`src/hdl/lsnms_isqrt.sv`:
```
// Iterative floor square root of a 34-bit value, two input bits per cycle.
// Standalone; o_done flags the cycle in which the result is ready.
`timescale 1ns / 1ps
module lsnms_isqrt (
    input  logic        i_clk,
    input  logic        i_rst_n,
    input  logic        i_go,
    input  logic [33:0] i_val,
    output logic        o_done,
    output logic [16:0] o_root
);
    logic [33:0] r_val, n_val;
    logic [16:0] r_rem, n_rem;
    logic [16:0] r_root, n_root;
    logic [4:0]  r_cnt, n_cnt;
    logic        r_busy, n_busy, r_done, n_done;
    logic [18:0] rem_sh, trial, diff;

    always_comb begin
        n_val = r_val; n_rem = r_rem; n_root = r_root; n_cnt = r_cnt; n_busy = r_busy;
        n_done = 1'b0;
        // bring down the next bit pair and try appending a one to the root
        rem_sh = {r_rem, r_val[33:32]};
        trial  = {r_root, 2'b01};
        diff   = rem_sh - trial;
        if (i_go) begin
            n_val = i_val; n_rem = '0; n_root = '0; n_cnt = 5'd17; n_busy = 1'b1;
        end else if (r_busy) begin
            n_val = {r_val[31:0], 2'b00};
            if (rem_sh >= trial) begin
                n_rem  = diff[16:0];
                n_root = {r_root[15:0], 1'b1};
            end else begin
                n_rem  = rem_sh[16:0];
                n_root = {r_root[15:0], 1'b0};
            end
            n_cnt = r_cnt - 5'd1;
            if (r_cnt == 5'd1) begin
                n_busy = 1'b0; n_done = 1'b1;
            end
        end
    end

    always_ff @(posedge i_clk) begin
        if (!i_rst_n) begin
            r_busy <= 1'b0; r_done <= 1'b0; r_cnt <= '0;
        end else begin
            r_busy <= n_busy; r_done <= n_done; r_cnt <= n_cnt;
        end
        r_val <= n_val; r_rem <= n_rem; r_root <= n_root;
    end
    assign o_done = r_done;
    assign o_root = r_root;
endmodule

```
`config.mk`:
```
export PLATFORM = sky130hd
export DESIGN_NAME = lsnms_isqrt
export DESIGN_NICKNAME = d
export VERILOG_FILES = /design/src/hdl/lsnms_isqrt.sv
export SDC_FILE = /design/constraint.sdc
export NUM_CORES = 1
export LEC_CHECK = 0
export BUFFER_PORTS_ARGS = -buffer_cell sky130_fd_sc_hd__buf_4
export CORE_ASPECT_RATIO = 0.75
export CORE_UTILIZATION = 58
export CTS_BUF_LIST = sky130_fd_sc_hd__clkbuf_16
export DETAILED_ROUTE_END_ITERATION = 10
export PLACE_DENSITY = 0.76
export SLEW_MARGIN = 20
export SYNTH_ARGS = -nofsm -noshare
export SYNTH_HDL_FRONTEND = slang
export SYNTH_SLANG_ARGS = --single-unit
export TNS_END_PERCENT = 5
```
`constraint.sdc`:
```
create_clock -name i_clk -period 2.9 [get_ports i_clk]
set_input_delay 0.58 -clock i_clk [delete_from_list [all_inputs] [get_ports i_clk]]
set_output_delay 0.58 -clock i_clk [all_outputs]
set_load 0.01 [all_outputs]
```
---- After elaboration in Yosys (flattened, before gate mapping) ----
Index checks and enable logic that the tools add are counted.
word-level totals
  output and inout bits ................... 18
  memories kept ........................... 0
  bits in writable memories ............... 0
  ROM bits ................................ 0
  latch bits .............................. 0
  flip-flop bits (word level) ............. 75
  input port bits ......................... 37
  word-level logic and storage cells ...... 26
operators by class
  bitwise operators ....................... 2
  $lt $le $gt $ge ......................... 1
  equality and inequality tests ........... 1
  multipliers ............................. 0
  shifts and indexed selects .............. 0
  multiplexer cells ....................... 10
  div/mod/pow operators ................... 0
  reduce and logical (&&, ||, !) cells .... 3
  $add $sub $neg .......................... 2
operator list
  cell                   number
  $mux W34               2
  $ge A19 B19 Y1         1
  $mux W17               1
  $sub A17 B17 Y17       1
  $mux W5                2
  $eq A5 B1 Y1 const B   1
  $mux W1                5
  $sub A5 B1 Y5 const B  1
  $reduce_or A3 Y1       1
  $not A1 Y1             2
  $reduce_bool A2 Y1     1
  $reduce_or A2 Y1       1

---- Longest topological paths before layout ----
Gate-level depths: netlist of the first run.
  depth after elaboration ................. 4
  mapped depth ............................ 10
  gate-level depth less buffers ........... 8

---- Worst setup path after synthesis of the first run ----
Ideal clock, no wire load.
  path type ............................... reg-to-reg
  start ................................... reg r_root[15] (netlist: o_root[15])
  end ..................................... reg r_rem[8]
  setup time .............................. 59 ps
  cell stages (with the launch flop) ...... 10
  arrival ................................. 2234 ps
  path slack .............................. 607 ps
  period minus slack after synthesis ...... 2293 ps
  path buffers ............................ 1
  data required time ...................... 2841 ps
  cell sequence ........................... dfxtp_1 > inv_1 > ha_1 > a21o_1 > a211o_1 > a21o_1 > o31a_4 > buf_6 > a311oi_2 > o31a_1
between the ends
  longest elaborated chain between the ends .. 2
ends and longest elaborated chain
  item                      RTL line  source
  start: declaration        14        logic [16:0] r_root, n_root;
  start signal: assignment  50        r_val <= n_val; r_rem <= n_rem; r_root <= n_root;
  $ge A19 B19 Y1            30        if (rem_sh >= trial) begin
  $mux W17                  30
  end signal: assignment    50
  end: declaration          13        logic [16:0] r_rem, n_rem;
No other way between the ends.
A chain may end at the register's enable or synchronous reset.

---- Worst setup path in the final report of the first run ----
  start ................................... reg r_root[0] (netlist: o_root[0])
  end ..................................... reg r_rem[7]
between the ends
  longest elaborated chain between the ends .. 2
  elaborated cells on any way between the ends .. 3
  those cells by class .................... 1 x add/sub; 1 x order compare; 1 x mux
ends and longest elaborated chain
  item                                                       RTL line
  $sub A17 B17 Y17 / $ge A19 B19 Y1 (equally long branches)  25, 30
  $mux W17 (*)                                               30
Mark *: on every way between the ends. The rest lies on a longest branch, timed or not.

==> results by group, run 1 <==
Timing
  – Final Slew Violations: 0
  – Worst-Margin Slew: 632 ps
  – TNS Setup: 0 ps
  – Final setup vio count: 0
  – Rel. slew slack: 0.576
  – Period utilization: 0.871
  – RSZ-0062 raised after global routing: false
  – Hold Fails Final Rpt: 0
  – Minimum clock period: 2530 ps
  – F_max: 396 MHz
  – Clk_skew: 6.03 ps

Floorplan
  – Row Count: 25
  – Core box area: 0.00651 sq mm
  – Number of placed I/O pins: 55
  – Die span in x: 98.2 um
  – Die Y: 74.1 um
  – Die area: 0.00728 sq mm
  – Initial Utilization: 0.618

Global route
  – Met2 usage: 0.397
  – Met1 usage: 0.364
  – Gr usage total: 0.264
  – Remaining global-route overflow: 0
  – Largest net degree at the start of global routing: 43
  – Vias in the first global route: 2919
  – Most Crowded Layer GR: met2
  – Initial antenna violation count: 0
  – Met3 GRT Util: 0.0865
  – First-pass GRT wire length: 14.5 mm

Worst setup path
  – Worst path top cell family by delay: compound AO/OA/AOI/OAI gates
  – Crit-path max FO: 5
  – Cell mode on critical path: a211oi_1
  – Max incr delay on CP: 580 ps
  – CP startpoint: o_root[0]
  – R2R depth: 8
  – Setup CP Type: reg2reg
  – R2R Setup Slk: 370 ps
  – Slowest CP cell: a211oi_1
  – CP Cell Sequence: inv_1 > ha_1 > o21ai_0 > a211oi_1 > nor4_1 > a211oi_1 > a311oi_1 > o31a_1
  – Crit. End Element: flop
  – WP data required: 3120 ps
  – R2r endpoint: r_rem[7]
  – Buf/Inv on CP: 1
  – Arrival @ worst endpoint: 2740 ps
  – Worst Setup Start Kind: flop
  – Reg-to-Reg Start: o_root[0]

Routing
  – Drc violations: 0
  – Wire per inst: 17.2 um
  – Total Wirelength: 9.10 mm
  – Vias: 3161
  – Vias per cell: 5.99
  – Pre-antenna DRT Iters: 6
  – ANT nets after route: 0
  – Initial DRC count: 177

Synthesis
  – Number of synthesized flops with an enable pin: 34
  – Main synth FF type: dfxtp_1
  – Register area share after synthesis: 0.458
  – Share of the synthesized area in the top cell type: 0.254
  – Top-count cell post-synth: dfxtp_1
  – Async set-reset flop share out of synthesis: 0
  – Synthesized area: 0.00402 sq mm
  – Commonest cells in the netlist: 41 x dfxtp_1, 40 x nor2_1, 34 x edfxtp_1
  – Cells after synthesis: 385
  – Number of synthesized register bits: 75
  – Ranking of synthesized cells by area: edfxtp_1 25%, dfxtp_1 20%, mux2_2 9.0%, ha_1 6.5%, mux2i_1 4.2%
  – Post-synthesis cell type count: 57
  – Avg Cell Area, Syn: 10.5 sq um
  – Synth warnings: 0
  – Syn_nets: 443
  – Cell accounting for the most synthesized area: edfxtp_1

Flow run
  – Max cap viols: 0

CTS
  – Clock Latency Late Sink: 330 ps
  – Clock slew at reported path FFs: 60 ps
  – Total clock sinks: 75
  – CTS hold repair buffers: 0
  – CTS Buffer Depth: 2
  – H-tree depth: 3
  – Root buf cell: clkbuf_16
  – Inserted Clock Buffers: 9
  – CTS tree: done
  – Post-CTS setup buffer count: 0
  – Post-cts resize count: 0

Cells and area
  – Area grow syn2layout: 20.1%
  – Post-route insts no fill: 528
  – Layout net count: 500
  – Fillers: 490
  – Register area: 0.00184 sq mm
  – Design area: 0.00483 sq mm
  – # diodes: 0
  – Area of the multi-input gates: 0.00201 sq mm
  – Layout cells sized above 1: 0.271

Worst hold path
  – Worst hold start: r_rem[15]
  – WHS Path Cells: 2
  – Min-Delay Path Class: reg2reg
  – Min-Delay Endpoint: r_rem[15]

Power and ir drop
  – Leakage: 1.95 nW
  – Pwr/cell area: 1040 mW/mm^2
  – Worst VDD drop: 0.828 mV

Place
  – Final HPWL DP: 6.39 mm
  – Inst Count DP: 512
  – Routability cong.: 1.04
  – IO Port Bufs: 54
  – DP Area: 0.00452 sq mm

Run status
  – Status: completed
[flip-flops by register name, summed over array words and instances, names as in the netlist]
register,cells
o_root,17
o_done,1
r_busy,1
r_val,34
r_cnt,5
r_rem,17
[cell usage in the layout, fill, tap and decap left out, drive strengths merged, types with 3 or more instances in the layout]
cell type / n
nand2b: 4
xor2: 8
dfxtp: 41
mux2i: 17
buf: 62
o31ai: 3
nand3: 6
a32oi: 3
a311oi: 6
mux2: 32
nor3: 10
xnor2: 7
clkinv: 4
o31a: 3
a21o: 4
clkbuf: 9
a211oi: 9
ha: 21
o211ai: 7
nand2: 29
nor4: 4
inv: 28
o21ai: 11
a21oi: 15
nor2: 40
edfxtp: 34
[worst max-delay path by stage]
stage / endpoint / slack [ps] / cells after the start
2_1_floorplan: r_rem[8] / 610 / 9
3_3_place_gp: r_rem[15] / 500 / 8
3_5_place_dp: r_rem[15] / 420 / 8
4_1_cts: r_rem[15] / 410 / 8
5_1_grt: r_rem[15] / 220 / 8
6_report: r_rem[7] / 370 / 8
[stage by stage]
stage	setup slack, ps	power, mW	util	hold WS (ps)
after global routing	218	5.35	0.743	502
after floorplan	607	3.25	-	440
after global placement	497	3.78	0.695	467
after detailed placement	423	3.81	0.695	491
after CTS	408	5.00	0.743	490
final	373	5.03	0.743	494
[power by group]
part	total (mW)	internal, mW	leakage, nW	switching, mW
logic	2.47	1.01	1.11	1.46
clock network	1.16	0.743	0.159	0.415
registers	1.40	1.27	0.677	0.128
[final cells by class]
type,count,area share
clock inverters,7,0.0176
multi-input cells,267,0.416
flip-flops and latches,75,0.381
repair buffers,62,0.0963
well taps,81,0.0210
clock buffers,9,0.0466
inverters,27,0.0210
[kinds of logic (layout without fill, tap and decap cells)]
group,count (synthesis),in the layout,share of synthesized area
and+or+nand+nor,106,106,0.122
xor gates and xnor gates,15,15,0.0327
buffers and inverters,43,105,0.0423
AOI/OAI and AO/OA,76,76,0.149
adders and majority gates,21,21,0.0653
muxes,49,49,0.132
DFF,75,75,0.458
[tightest hold or removal path: stages (launching register included)]
cell and delay [ps]:
dfxtp_1 320, nor2_1 80, a311oi_1 50
[metal layers]
metal / up-vias / share of wire
li1: 1519 / -
met1: 1517 / 0.46
met2: 109 / 0.44
met3: 16 / 0.081
met4: 0 / 0.018
met5: - / 0
Power figures use the tool's default switching activity.
==> run 2: changes to the inputs <==
--- a/config.mk
+++ b/config.mk
@@ -10,7 +10,7 @@
 export CORE_UTILIZATION = 58
 export CTS_BUF_LIST = sky130_fd_sc_hd__clkbuf_16
 export DETAILED_ROUTE_END_ITERATION = 10
-export PLACE_DENSITY = 0.76
+export PLACE_DENSITY = 0.78
 export SLEW_MARGIN = 20
 export SYNTH_ARGS = -nofsm -noshare
 export SYNTH_HDL_FRONTEND = slang
==> results by group, run 2 (synthesized netlist as in run 1, its figures left out) <==
Power and ir drop
  – Worst VDD drop: 0.668 mV (was 0.828 mV)
  – Leakage: 1.95 nW (about the same)
  – Total chip power: 5.08 mW (was 5.03 mW)
  – Pwr/cell area: 1050 mW/mm^2 (was 1040 mW/mm^2)

CTS
  – CTS tree: done (unchanged)
  – Clock Latency Late Sink: 340 ps (was 330 ps)
  – Clock slew at reported path FFs: 60 ps (about the same)
  – Total clock sinks: 75 (unchanged)
  – Post-cts resize count: 0 (unchanged)
  – Post-CTS setup buffer count: 0 (unchanged)
  – CTS Buffer Depth: 2 (unchanged)
  – Inserted Clock Buffers: 9 (unchanged)
  – Root buf cell: clkbuf_16 (unchanged)
  – H-tree depth: 3 (unchanged)
  – CTS hold repair buffers: 0 (unchanged)

Cells and area
  – Area of the multi-input gates: 0.00201 sq mm (unchanged)
  – Commonest non-fill, non-tap cells in the layout: 63 x buf_4, 40 x nor2_1, 40 x dfxtp_1 (was 62 x buf_4, 40 x nor2_1, 40 x dfxtp_1)
  – Post-route insts no fill: 529 (was 528)
  – Number of flip-flops in the largest register: 34 (unchanged)
  – Layout cells sized above 1: 0.279 (was 0.271)
  – Register area: 0.00184 sq mm (unchanged)
  – Area grow syn2layout: 20.5% (was 20.1%)
  – Design area: 0.00485 sq mm (was 0.00483 sq mm)
  – Reg with most FFs: r_val (unchanged)
  – Core Util, Final: 0.745 (was 0.743)
  – Fillers: 468 (was 490)
  – Layout net count: 501 (was 500)
  – Most common cell after layout, fill and taps aside: buf_4 (unchanged)
  – # diodes: 0 (unchanged)

Timing
  – Hold Fails Final Rpt: 0 (unchanged)
  – TNS Setup: 0 ps (unchanged)
  – Setup WS post-layout: 304 ps (was 373 ps)
  – Clk_skew: 6.97 ps (was 6.03 ps)
  – Final setup vio count: 0 (unchanged)
  – Tightest hold margin: 476 ps (was 494 ps)
  – Period utilization: 0.895 (was 0.871)
  – Rel. slew slack: 0.555 (was 0.576)
  – F_max: 385 MHz (was 396 MHz)
  – Minimum clock period: 2600 ps (was 2530 ps)
  – Final Slew Violations: 0 (unchanged)
  – Worst-Margin Slew: 662 ps (was 632 ps)
  – RSZ-0062 raised after global routing: false (unchanged)

Place
  – IO Port Bufs: 54 (unchanged)
  – Final HPWL DP: 6.32 mm (was 6.39 mm)
  – Inst Count DP: 513 (was 512)
  – Worst slack, placed: 409 ps (was 423 ps)
  – DP Area: 0.00453 sq mm (was 0.00452 sq mm)
  – Routability cong.: 1.05 (was 1.04)

Routing
  – ANT nets after route: 0 (unchanged)
  – Initial DRC count: 209 (was 177)
  – Wire per inst: 17.1 um (was 17.2 um)
  – Drc violations: 0 (unchanged)
  – Vias per cell: 5.83 (was 5.99)
  – Pre-antenna DRT Iters: 6 (unchanged)
  – Total Wirelength: 9.04 mm (was 9.10 mm)
  – Vias: 3086 (was 3161)

Worst setup path
  – WP data required: 3140 ps (was 3120 ps)
  – Setup CP Type: reg2reg (unchanged)
  – Worst Setup Start Kind: flop (unchanged)
  – Arrival @ worst endpoint: 2830 ps (was 2740 ps)
  – Crit. End Element: flop (unchanged)
  – Crit-path max FO: 24 (was 5)

Global route
  – First-pass GRT wire length: 14.6 mm (was 14.5 mm)
  – Initial antenna violation count: 0 (unchanged)
  – Vias in the first global route: 2910 (was 2919)
  – Gr usage total: 0.265 (was 0.264)
  – Largest net degree at the start of global routing: 44 (was 43)
  – Remaining global-route overflow: 0 (unchanged)

Floorplan
  – Die Y: 74.1 um (unchanged)
  – Die span in x: 98.2 um (unchanged)
  – Initial Utilization: 0.618 (unchanged)
  – Core box area: 0.00651 sq mm (unchanged)
  – Row Count: 25 (unchanged)
  – Die area: 0.00728 sq mm (unchanged)
  – Number of placed I/O pins: 55 (unchanged)

Worst hold path
  – Min-Delay Path Class: reg2reg (unchanged)

Flow run
  – Max cap viols: 0 (unchanged)

Run status
  – Status: completed (unchanged)
-- run 2: changes by cell type in the layout (fill, tap and decap cells not counted), sizes merged --
cell,delta
buf,+1
bufinv,-1
clkbuf,+1
clkinv,-1
clkinvlp,+1
-- run 2: worst max-delay path, stage by stage, from the launching register on --
cell and delay (ps):
dfxtp_1 370, inv_1 60, ha_1 420, nand3_2 170, a211oi_2 360, o2111a_2 310
o31a_4 300, o311ai_0 200, a311oi_1 320
-- run 2: layout make-up --
class | instances | share of cell area
clock inverters | 6 | 0.0142
repair buffers | 63 | 0.0975
inverters | 27 | 0.0209
multi-input cells | 267 | 0.415
well taps | 81 | 0.0209
clock buffers | 10 | 0.0516
flip-flops and latches | 75 | 0.380
-- run 2: power breakdown --
group | total, mW | internal, mW | switching [mW] | leakage (nW)
Sequential | 1.39 | 1.27 | 0.119 | 0.677
Clock | 1.19 | 0.724 | 0.462 | 0.155
Combinational | 2.50 | 1.01 | 1.49 | 1.12
-- run 2: per-layer routing --
metal  GRT usage  routed length, um  vias to the layer above
li1            -                  -                     1522
met1       0.383               4240                     1460
met2       0.401               4000                       95
met3      0.0573                698                        9
met4      0.0846                103                        0
met5           0                  0                        -
-- run 2: worst paths after layout --
path              from   endpoint  slack [ps]  cells after the start
max          o_root[4]  r_rem[15]         300                      8
min reg2reg  r_rem[16]  r_rem[16]         480                      2
min          r_rem[16]  r_rem[16]         480                      2
max reg2reg  o_root[4]  r_rem[15]         300                      8
